`config.mk`:
```
export PLATFORM = sky130hd
export DESIGN_NAME = bucket_sort_engine_top
export DESIGN_NICKNAME = d
export VERILOG_FILES = /design/src/hdl/bse_pkg.sv /design/src/hdl/bucket_sort_engine_top.sv /design/src/hdl/bse_ram.sv /design/src/hdl/bse_front.sv /design/src/hdl/bse_back.sv
export SDC_FILE = /design/constraint.sdc
export NUM_CORES = 2
export LEC_CHECK = 0
export ABC_AREA = 1
export BUFFER_PORTS_ARGS = -buffer_cell sky130_fd_sc_hd__buf_4
export CELL_PAD_IN_SITES_DETAIL_PLACEMENT = 1
export CELL_PAD_IN_SITES_GLOBAL_PLACEMENT = 1
export CORE_MARGIN = 3
export CORE_UTILIZATION = 57
export CTS_CLUSTER_DIAMETER = 50
export DETAILED_ROUTE_END_ITERATION = 16
export PLACE_DENSITY = 0.86
export SLEW_MARGIN = 0
export SYNTH_ARGS = -nofsm -noshare
export SYNTH_HDL_FRONTEND = slang
export SYNTH_SLANG_ARGS = --single-unit
```
`constraint.sdc`:
```
create_clock -name clock -period 22.9 [get_ports clock]
set_input_delay 0 -clock clock [delete_from_list [all_inputs] [get_ports clock]]
set_output_delay 0 -clock clock [all_outputs]
set_load 0.1 [all_outputs]
```
`src/hdl/bse_pkg.sv`:
```
package bse_pkg;

   localparam int MAX_KEYS    = 64;
   localparam int MAX_BUCKETS = 8;
   localparam int KEY_W       = 31;
   localparam int CFG_W       = 4;
   localparam int ADDR_W      = $clog2(MAX_KEYS);
   localparam int CNT_W       = $clog2(MAX_KEYS + 1);
   localparam int BKT_W       = (MAX_BUCKETS > 1) ? $clog2(MAX_BUCKETS) : 1;
   localparam int FIFO_DEPTH  = 4;
   localparam int FIFO_AW     = $clog2(FIFO_DEPTH);
   localparam int FIFO_CW     = $clog2(FIFO_DEPTH + 1);
   localparam int TUP_W       = BKT_W + KEY_W + ADDR_W;
   localparam logic [CFG_W-1:0] CFG_RESET = CFG_W'(8);
   localparam logic [KEY_W-1:0] FULL_RANGE = 31'h7FFF_FFFF;

   typedef struct packed {
      logic [KEY_W-1:0] key_value;
      logic             last_key;
   } req_type;

   typedef struct packed {
      logic [KEY_W-1:0] sorted_value;
      logic             final_result;
      logic             overflow_flag;
   } rsp_type;

   typedef struct packed {
      logic [KEY_W-1:0] key;
      logic [BKT_W-1:0] bkt;
      logic             last;
   } item_type;

   typedef struct packed {
      logic [BKT_W-1:0] bkt;
      logic [KEY_W-1:0] key;
   } entry_type;

   typedef enum logic [1:0] {
      ST_LOAD,
      ST_SCAN,
      ST_EMIT
   } state_type;

   // bucket = number of thresholds j*span (0 < j < n) that the key reaches
   function automatic logic [BKT_W-1:0] bucket_of(input logic [KEY_W-1:0] key,
                                                  input logic [CFG_W-1:0] cfg);
      logic [CFG_W-1:0] n;
      logic [KEY_W-1:0] span;
      logic [KEY_W+2:0] thr;
      logic [BKT_W-1:0] idx;
      n = cfg;
      if (n == '0) n = CFG_W'(1);
      if (n > CFG_W'(MAX_BUCKETS)) n = CFG_W'(MAX_BUCKETS);
      case (n)
         CFG_W'(1): span = FULL_RANGE / 1;
         CFG_W'(2): span = FULL_RANGE / 2;
         CFG_W'(3): span = FULL_RANGE / 3;
         CFG_W'(4): span = FULL_RANGE / 4;
         CFG_W'(5): span = FULL_RANGE / 5;
         CFG_W'(6): span = FULL_RANGE / 6;
         CFG_W'(7): span = FULL_RANGE / 7;
         CFG_W'(8): span = FULL_RANGE / 8;
         default:   span = FULL_RANGE / 8;
      endcase
      idx = '0;
      for (int j = 1; j < MAX_BUCKETS; j++) begin
         thr = (KEY_W+3)'(j) * {3'b000, span};
         if ((CFG_W'(j) < n) && ({3'b000, key} >= thr)) idx = BKT_W'(j);
      end
      return idx;
   endfunction

endpackage

```
`src/hdl/bucket_sort_engine_top.sv`:
```
// Bucket sort engine.
// req_ channel: one key per beat (valid/stall); last_key closes the batch.
// Keys are binned into bucket_count value ranges on arrival and queued in a
// four-beat queue; the back end stores them (up to 64 per batch, more are
// dropped and flag overflow on every result of that batch).
// csr_ channel: writes bucket_count (reset 8); csr_ready is always high.
// Keys enter at one per cycle while the back end is loading.
// After the last key, the back end scans the key store once per result
// through its single registered read port, picking the next larger
// (bucket, key, index) tuple, so equal keys each give a result. Input is
// stalled by the queue filling while results drain.
// rsp_ channel: results in ascending order within bucket order, final_result
// on the last beat. A stalled result beat is held; the scan resumes when it
// is taken.
// Synchronous reset empties the queue and the batch, restores bucket_count.
module bucket_sort_engine_top (
   input  logic                      clock,
   input  logic                      reset,
   input  logic                      req_valid,
   output logic                      req_stall,
   input  bse_pkg::req_type          req_data,
   input  logic                      csr_valid,
   output logic                      csr_ready,
   input  logic [bse_pkg::CFG_W-1:0] csr_data,
   output logic                      rsp_valid,
   input  logic                      rsp_stall,
   output bse_pkg::rsp_type          rsp_data
);
   import bse_pkg::*;

   logic     q_valid, q_pop;
   item_type q_item;

   bse_front u_front (
      .clock     (clock),
      .reset     (reset),
      .req_valid (req_valid),
      .req_stall (req_stall),
      .req_data  (req_data),
      .csr_valid (csr_valid),
      .csr_ready (csr_ready),
      .csr_data  (csr_data),
      .q_valid   (q_valid),
      .q_item    (q_item),
      .q_pop     (q_pop)
   );

   bse_back u_back (
      .clock     (clock),
      .reset     (reset),
      .q_valid   (q_valid),
      .q_item    (q_item),
      .q_pop     (q_pop),
      .rsp_valid (rsp_valid),
      .rsp_stall (rsp_stall),
      .rsp_data  (rsp_data)
   );

endmodule

```
`src/hdl/bse_ram.sv`:
```
module bse_ram #(
   parameter int WIDTH = 8,
   parameter int DEPTH = 16
) (
   input  logic                                     clock,
   input  logic                                     wr_en,
   input  logic [((DEPTH > 1) ? $clog2(DEPTH) : 1)-1:0] wr_addr,
   input  logic [WIDTH-1:0]                         wr_data,
   input  logic [((DEPTH > 1) ? $clog2(DEPTH) : 1)-1:0] rd_addr,
   output logic [WIDTH-1:0]                         rd_data
);

   logic [WIDTH-1:0] mem_ff [DEPTH];
   logic [WIDTH-1:0] rd_data_ff;

   always_ff @(posedge clock) begin
      if (wr_en) mem_ff[wr_addr] <= wr_data;
      rd_data_ff <= mem_ff[rd_addr];
   end

   assign rd_data = rd_data_ff;

endmodule

```
`src/hdl/bse_front.sv`:
```
module bse_front (
   input  logic                        clock,
   input  logic                        reset,
   input  logic                        req_valid,
   output logic                        req_stall,
   input  bse_pkg::req_type            req_data,
   input  logic                        csr_valid,
   output logic                        csr_ready,
   input  logic [bse_pkg::CFG_W-1:0]   csr_data,
   output logic                        q_valid,
   output bse_pkg::item_type           q_item,
   input  logic                        q_pop
);
   import bse_pkg::*;

   logic [CFG_W-1:0]   cfg_ff, cfg_in;
   item_type           fifo_ff [FIFO_DEPTH];
   logic [FIFO_AW-1:0] wr_ptr_ff, wr_ptr_in, rd_ptr_ff, rd_ptr_in;
   logic [FIFO_CW-1:0] count_ff, count_in;
   logic               push, pop;
   item_type           new_item;

   assign csr_ready = 1'b1;
   assign req_stall = (count_ff == FIFO_CW'(FIFO_DEPTH));
   assign push      = req_valid && !req_stall;
   assign pop       = q_pop && (count_ff != '0);
   assign q_valid   = (count_ff != '0);
   assign q_item    = fifo_ff[rd_ptr_ff];

   always_comb begin
      new_item.key  = req_data.key_value;
      new_item.bkt  = bucket_of(req_data.key_value, cfg_ff);
      new_item.last = req_data.last_key;
      cfg_in    = (csr_valid && csr_ready) ? csr_data : cfg_ff;
      wr_ptr_in = push ? wr_ptr_ff + FIFO_AW'(1) : wr_ptr_ff;
      rd_ptr_in = pop ? rd_ptr_ff + FIFO_AW'(1) : rd_ptr_ff;
      count_in  = count_ff + FIFO_CW'(push) - FIFO_CW'(pop);
   end

   always_ff @(posedge clock) begin
      if (reset) begin
         cfg_ff    <= CFG_RESET;
         wr_ptr_ff <= '0;
         rd_ptr_ff <= '0;
         count_ff  <= '0;
      end else begin
         cfg_ff    <= cfg_in;
         wr_ptr_ff <= wr_ptr_in;
         rd_ptr_ff <= rd_ptr_in;
         count_ff  <= count_in;
      end
   end

   always_ff @(posedge clock) begin
      if (push) fifo_ff[wr_ptr_ff] <= new_item;
   end

endmodule

```
`src/hdl/bse_back.sv`:
```
module bse_back (
   input  logic              clock,
   input  logic              reset,
   input  logic              q_valid,
   input  bse_pkg::item_type q_item,
   output logic              q_pop,
   output logic              rsp_valid,
   input  logic              rsp_stall,
   output bse_pkg::rsp_type  rsp_data
);
   import bse_pkg::*;

   state_type         state_ff, state_in;
   logic [CNT_W-1:0]  cnt_ff, cnt_in, ptr_ff, ptr_in, emitted_ff, emitted_in;
   logic              ovf_ff, ovf_in, rv_ff, rv_in;
   logic [ADDR_W-1:0] ridx_ff, ridx_in;
   logic [TUP_W-1:0]  prev_ff, prev_in, best_ff, best_in, cand;
   logic              have_prev_ff, have_prev_in, best_v_ff, best_v_in;
   logic              rsp_valid_ff, rsp_valid_in;
   rsp_type           rsp_data_ff, rsp_data_in;
   logic              wr_en;
   logic [ADDR_W-1:0] rd_addr;
   entry_type         wr_entry, rd_entry;
   logic              scan_done;

   bse_ram #(.WIDTH($bits(entry_type)), .DEPTH(MAX_KEYS)) u_store (
      .clock   (clock),
      .wr_en   (wr_en),
      .wr_addr (cnt_ff[ADDR_W-1:0]),
      .wr_data (wr_entry),
      .rd_addr (rd_addr),
      .rd_data (rd_entry)
   );

   assign scan_done = (ptr_ff == cnt_ff) && !rv_ff;
   assign rsp_valid = rsp_valid_ff;
   assign rsp_data  = rsp_data_ff;
   assign q_pop     = (state_ff == ST_LOAD);

   always_comb begin
      state_in = state_ff;
      case (state_ff)
         ST_LOAD: if (q_valid && q_item.last) state_in = ST_SCAN;
         ST_SCAN: if (scan_done) state_in = ST_EMIT;
         ST_EMIT: begin
            if (!rsp_stall) state_in = rsp_data_ff.final_result ? ST_LOAD : ST_SCAN;
         end
         default: state_in = ST_LOAD;
      endcase
   end

   always_comb begin
      cnt_in       = cnt_ff;
      ovf_in       = ovf_ff;
      ptr_in       = ptr_ff;
      rv_in        = 1'b0;
      ridx_in      = ridx_ff;
      prev_in      = prev_ff;
      have_prev_in = have_prev_ff;
      best_in      = best_ff;
      best_v_in    = best_v_ff;
      emitted_in   = emitted_ff;
      rsp_valid_in = rsp_valid_ff;
      rsp_data_in  = rsp_data_ff;
      wr_en        = 1'b0;
      wr_entry.bkt = q_item.bkt;
      wr_entry.key = q_item.key;
      rd_addr      = ptr_ff[ADDR_W-1:0];
      cand         = {rd_entry.bkt, rd_entry.key, ridx_ff};
      case (state_ff)
         ST_LOAD: begin
            if (q_valid) begin
               if (cnt_ff < CNT_W'(MAX_KEYS)) begin
                  wr_en  = 1'b1;
                  cnt_in = cnt_ff + CNT_W'(1);
               end else begin
                  ovf_in = 1'b1;
               end
               if (q_item.last) begin
                  ptr_in       = '0;
                  have_prev_in = 1'b0;
                  best_v_in    = 1'b0;
                  emitted_in   = '0;
               end
            end
         end
         ST_SCAN: begin
            if (ptr_ff < cnt_ff) begin
               ptr_in  = ptr_ff + CNT_W'(1);
               rv_in   = 1'b1;
               ridx_in = ptr_ff[ADDR_W-1:0];
            end
            if (rv_ff && (!have_prev_ff || cand > prev_ff)
                && (!best_v_ff || cand < best_ff)) begin
               best_in   = cand;
               best_v_in = 1'b1;
            end
            if (scan_done) begin
               rsp_valid_in              = 1'b1;
               rsp_data_in.sorted_value  = best_ff[ADDR_W +: KEY_W];
               rsp_data_in.final_result  = ((emitted_ff + CNT_W'(1)) == cnt_ff);
               rsp_data_in.overflow_flag = ovf_ff;
               prev_in                   = best_ff;
               have_prev_in              = 1'b1;
            end
         end
         ST_EMIT: begin
            if (!rsp_stall) begin
               rsp_valid_in = 1'b0;
               emitted_in   = emitted_ff + CNT_W'(1);
               if (rsp_data_ff.final_result) begin
                  cnt_in = '0;
                  ovf_in = 1'b0;
               end else begin
                  ptr_in    = '0;
                  best_v_in = 1'b0;
               end
            end
         end
         default: ;
      endcase
   end

   always_ff @(posedge clock) begin
      if (reset) begin
         state_ff     <= ST_LOAD;
         cnt_ff       <= '0;
         ovf_ff       <= 1'b0;
         ptr_ff       <= '0;
         rv_ff        <= 1'b0;
         have_prev_ff <= 1'b0;
         best_v_ff    <= 1'b0;
         emitted_ff   <= '0;
         rsp_valid_ff <= 1'b0;
      end else begin
         state_ff     <= state_in;
         cnt_ff       <= cnt_in;
         ovf_ff       <= ovf_in;
         ptr_ff       <= ptr_in;
         rv_ff        <= rv_in;
         have_prev_ff <= have_prev_in;
         best_v_ff    <= best_v_in;
         emitted_ff   <= emitted_in;
         rsp_valid_ff <= rsp_valid_in;
      end
   end

   always_ff @(posedge clock) begin
      ridx_ff     <= ridx_in;
      prev_ff     <= prev_in;
      best_ff     <= best_in;
      rsp_data_ff <= rsp_data_in;
   end

endmodule
```
# == Word level (Yosys, flattened, before mapping) ==
# Memories as Yosys holds them, arrays and structs flattened. A register that Yosys moved wholly into a read port is not among the register bits.
# Cells that the tools add are included.
# classes
mux,52
bitwise,1
n_reduce_logical,38
n_mul,4
addsub,7
n_eq_ne,16
order_cmp,19
# ops
operator,n
$ge A31 B34 Y1,3
$mux W7,10
$mul A3 B31 Y34 const A,2
$ge A31 B33 Y1,2
$mul A2 B31 Y33 const A,2
$gt A40 B40 Y1,1
$lt A40 B40 Y1,1
$ge A31 B32 Y1,1
$ge A31 B31 Y1,1
$pmux W7 S2,2
$add A7 B1 Y7 const B,3
$mux W1,21
$pmux W7 S3,1
$lt A3 B4 Y1 const A,4
$ne A2 B1 Y1 const B,8
$eq A7 B7 Y1,2
$mux W2,7
$logic_and A1 B1 Y1,13
$mux W3,4
$reduce_and A6 Y1,2
$reduce_and A5 Y1,2
$lt A2 B4 Y1 const A,2
$mux W4,2
$reduce_and A4 Y1,2
other kinds (24),39
# totals
ram_bits,2316
romBits,496
inputBits,41
wordCells,159
regBits,158
memories,3
# memory_table
memory,depth,width,read_ports,rd_clocked_by_memory_dff,write_ports,line_no,rtl
u_back.u_store.mem_ff,64,34,1,1,1,bse_ram.sv:13,logic [WIDTH-1:0] mem_ff [DEPTH];
(no name shown),16,31,1,0,0,bse_pkg.sv:55,case (n)
u_front.fifo_ff,4,35,1,1,1,bse_front.sv:17,item_type fifo_ff [FIFO_DEPTH];

# == Depth between registers and ports, before layout ==
# An unclocked memory read counts as a cell.
# logic_depth
depth_word,14
mapped_depth,45

# == Modules after synthesis ==
# From an unflattened synthesis, not the netlist that was laid out.
# unflattened
hier_cells,9636
area_unflattened_um2,109328.6
# modules_own_cells
mod,n_inst,seq_area_each_um2,cells_each,area_per_inst_um2
bse_ram,1,66023.3,7188,87941.8
bse_front,1,4464.3,1761,14755.4
bse_back,1,3203.1,687,6631.4

# == Worst setup path after synthesis ==
# OpenSTA, ideal clock, no wires.
# synth_timing
kind,register -> register
start,reg u_front.cfg_ff[3]
end,mem u_front.fifo_ff[0][3] (netlist name) (data pin)
setup_ns,0.272
path_buffers,1
stages_incl_launch_ff,38
synth_period_minus_slack_ns,7.682
slack_ns,15.218
arrival_ns,7.410
path_cell_list,dfxtp_1 > nor2_1 > inv_2 > nor2_1 > a21oi_1 > inv_1 > ha_1 > inv_1 > nor2_1 > inv_1 > o21ai_0 > inv_1 > fa_1 > ha_1 > clkbuf_1 > nand2_1 > inv_1 > a31oi_1 > [2 not listed] > o21ai_2 > a21oi_1 > o21ai_0 > xor2_1 > ha_1 > nand4_1 > a21oi_1 > a211oi_1 > a21boi_0 > o21ai_0 > nand2_1 > nand2_1 > nand2_1 > nand2_1 > nand3_1 > nor2_1 > a21oi_1 > nand2_1
# synth_rtl
item,line_no,rtl
start: declaration,bse_front.sv:16,"logic [CFG_W-1:0] cfg_ff, cfg_in;"
start signal: assignment,bse_front.sv:47,cfg_ff <= cfg_in;
end: declaration,bse_front.sv:17,

==> flow_summary_export.csv <==
group,metric,value,unit
outcome,outcome,"finished, final reports clean",
synth,synth_seq_cells,2479,
final_layout,drive_gt1_frac,0.0838,
route,detail-route-antenna-nets,0,
timing,hold_viol,0,
timing,max_freq,0.118,GHz
placed_design,dp_hpwl,205,mm
route,drtIter0Drc,12741,
final_layout,syn2layout_area_growth,11.4,%
synth,ys_warn_count,0,
worst_setup_path,r2r_start,"u_front.cfg_ff[3]",
final_layout,layout_common_cells,"2404 x edfxtp_1, 1298 x nor2_1, 1245 x o21ai_0, 566 x nand2_1, 353 x ha_1",
worst_setup_path,cp_common_cell,"inv_1",
worst_setup_path,crit_path_start_kind,"register",
route,via_per_inst,7.13,
floorplanning,dieArea,0.190,sq mm
route,drc,0,
pwr,pwr-share-comb,0.224,
timing,finalCritPeriodShare,0.372,
placed_design,gp_congestion,0.898,
clocking,clockBufferDepth,3,
pwr,p_leak,0.0400,uW
synth,yosysTopAreaCell,"edfxtp_1",
synth,synth_edf_count,2404,
synth,synthArstFlopShare,0,
synth,synth_top_family_by_area,"compound AO/OA/AOI/OAI gates",
floorplanning,rows,157,
grt,busiest_layer,"met2",
worst_setup_path,ff2ff_setup_slack,14.39,ns
grt,grt_first_pass_wirelength,554,mm
route,routedWlPerCell,34.2,microns
worst_setup_path,cp_max_fo,11,
pwr,p_per_area,109,mW/mm^2
synth,syn_area_per_cell,12.5,sq um
synth,syn-cell-area,0.106,sq mm
synth,synth_top_cell_area_share,0.684,
route,finalWirelength,381,mm
worst_setup_path,crit_required,23.52,ns
pwr,seqPwrFrac,0.472,
min_path,hold_depth,2,
timing,worstMarginPinSlew,1.29,ns
clocking,htree_levels,4,
final_layout,fin_nets,8874,
synth,synthMuxAreaShare,0,
clocking,root_buffer,"clkbuf_16",
grt,antenna_found_initial,28,
worst_setup_path,cp-end-kind,"register",
clocking,cts_tree,"yes",
pwr,peakVddDrop,0.103,mV
worst_setup_path,reg2reg_depth,36,
timing,skew,0.0273,ns
floorplanning,dieWidth,436,microns
worst_setup_path,reg2reg_to,"u_front.fifo_ff[1][3]",
synth,synth_compound_area_frac,0.130,
synth,synth_fa_ha_area_frac,0.0456,
timing,fin_crit,8.51,ns
worst_setup_path,worst_path_max_delay_cell,"nor2_1",
min_path,hold-path-endpoint,"u_front.fifo_ff[1][30]",
clocking,cts_made_buffers,231,
worst_setup_path,cp_num_buf_inv,10,
route,num_vias,79410,
timing,drv_slew,0,
synth,yosys.cell_types.count,55,
floorplanning,die_h,436,microns
final_layout,final_common_cell,"edfxtp_1",
worst_setup_path,crit_type,"register to register",
min_path,hold_path_class,"primary input to register",
grt,grt_pass1_vias,83290,
synth,syn-num-nets,8855,
grt,grt_remaining_overflow,0,
timing,slew_headroom,0.133,
synth,synth_ff_type,"edfxtp_1",
pwr,p_sw,4190,uW
timing,finalSetupViolations,0,
grt,grt.total_usage,0.393,
grt,grt_util_met3,0.0930,
placed_design,portBuffers,75,
grt,use_met1,0.466,
timing,rsz0062_at_grt,"no",
grt,met2_usage,0.644,
synth,synthSimpleGateAreaFrac,0.0871,
job,drv_cap,0,
synth,yosys.area_share.xor_xnor,0.00697,
floorplanning,initial_utilization,0.575,
synth,synthTopCellsByArea,"edfxtp_1 68%, o21ai_0 5.9%, nor2_1 4.9%",
min_path,min_from,"req_data[27]",
synth,ys_seq_area_frac,0.698,
worst_setup_path,cp.arrival,9.13,ns
worst_setup_path,critical_path.max_stage_delay,0.74,ns
worst_setup_path,startpoint,"u_front.cfg_ff[3]",
clocking,cts_resized,0,
floorplanning,core_region_area,0.184,sq mm
floorplanning,io-pin-count,77,
final_layout,fillCellCount,17286,
clocking,clkLatencyLatePin,0.90,ns
pwr,switching_share,0.326,
worst_setup_path,cp_top_family,"compound AO/OA/AOI/OAI gates",
synth,syn_inst,8441,
pwr,pwr-share-clk,0.305,
grt,grt_max_degree,194,
pwr,internal-power,8680,uW
clocking,path_clk_slew,0.06,ns
route,dr.pass1.iters,9,
timing,setup_tns,0,ns
pwr,total_power,12900,uW
clocking,cts_sinks,2479,
-- area by class of cell --
cell class | instances | area [sq um] | share of cell area
Antenna cell | 8 | 20.0 | 0.000170
Timing Repair Buffer | 300 | 2510 | 0.0214
Sequential cell | 2479 | 73700 | 0.626
Clock buffer | 278 | 6060 | 0.0515
Multi-Input combinational cell | 5115 | 29500 | 0.251
Tap cell | 2464 | 3080 | 0.0262
Clock inverter | 154 | 1470 | 0.0125
Inverter | 333 | 1280 | 0.0109
-- how the worst max path moves through the flow --
stage	cells past startpoint	end	slack (ns)
6_report	36	u_front.fifo_ff[1][3]	14.39
4_1_cts	36	u_front.fifo_ff[1][2]	14.42
5_1_grt	36	u_front.fifo_ff[1][2]	13.57
3_3_place_gp	36	u_front.fifo_ff[0][2]	14.60
3_5_place_dp	36	u_front.fifo_ff[0][2]	14.46
2_1_floorplan	37	u_front.fifo_ff[0][3]	15.22
-- layer usage --
| layer | wire length, microns | up-vias |
|---|---|---|
| met2 | 183000 | 6779 |
| met5 | 263 | - |
| met1 | 125000 | 39196 |
| met4 | 29100 | 36 |
| met3 | 43800 | 1906 |
| li1 | - | 31493 |
-- registers in the layout, summed over array words and instances (netlist names), named ones only --
| name | flops |
|---|---|
| u_front.fifo_ff | 140 |
| u_back.best_v_ff | 1 |
| u_back.state_ff | 2 |
| u_back.rsp_valid | 1 |
| u_back.u_store.mem_ff | 2176 |
| u_back.cnt_ff | 7 |
| u_back.u_store.rd_data | 34 |
| u_front.wr_ptr_ff | 2 |
| u_back.ptr_ff | 7 |
| u_back.rv_ff | 1 |
| u_back.emitted_ff | 7 |
| u_back.ridx_ff | 6 |
| u_front.rd_ptr_ff | 2 |
| u_back.have_prev_ff | 1 |
| u_back.prev_ff | 10 |
| u_back.ovf_ff | 1 |
| u_front.cfg_ff | 4 |
| u_back.rsp_data | 32 |
| u_front.count_ff | 3 |
| u_back.best_ff | 40 |
-- power groups by stage --
stage | logic (uW) | clock network [uW] | registers, uW
after floorplan | 1510 | 0 | 6170
after global placement | 2420 | 0 | 6120
after detailed placement | 2660 | 0 | 6140
after CTS | 2770 | 3910 | 6060
after global routing | 3030 | 4080 | 6070
final | 2880 | 3920 | 6070
-- synth_stat cells, drive strengths merged, types with 5 or more instances --
cell type	n
edfxtp	2404
nor2	1370
o21ai	1256
nand2	567
clkbuf	403
o22ai	366
ha	353
inv	327
a21oi	286
o221ai	222
nand3	215
buf	111
dfxtp	75
nand4	71
o211ai	71
a31oi	68
xor2	67
nor3	34
a221o	21
fa	20
xnor2	17
o21a	15
a211oi	13
nor4	11
a32o	8
nor3b	8
a21o	7
o2111ai	7
or2	7
clkinv	6
nand3b	5
o21bai	5
-- stage by stage --
step                       util  cell area (sq um)  setup slack, ns  instances  hold WS [ns]
after floorplan               -             106000            15.22       8441        0.0989
after global placement    0.597             110000            14.60      10641         0.206
after detailed placement  0.597             110000            14.46      10641         0.217
after CTS                 0.641             118000            14.42      11123       0.00891
after global routing      0.641             118000            13.57      11126        0.0477
final                     0.641             118000            14.39      11131        0.0769
-- worst reg2reg max path: cells and delay by family (launching register included) --
kind,cells,cell delay [ns]
AOI/OAI and AO/OA,12,2.53
buffers and inverters,10,1.75
xor gates and xnor gates,1,0.18
adders and majority gates,4,1.24
and+or+nand+nor,9,2.16
DFF,1,0.37
-- cell families after synthesis --
logic type / after synthesis
AO/OA/AOI/OAI: 2366
XOR/XNOR: 84
adder cells (fa/ha/maj): 373
buffers and inverters: 847
flip-flops: 2479
other: 1
AND/OR/NAND/NOR: 2291
-- timing repair --
action | in CTS | in global routing
hold buffers | 50 | 0
setup buffers | 0 | 0
endpoints found under the hold margin | 163 | 0
Note: power is estimated with default switching activity, not from simulation.
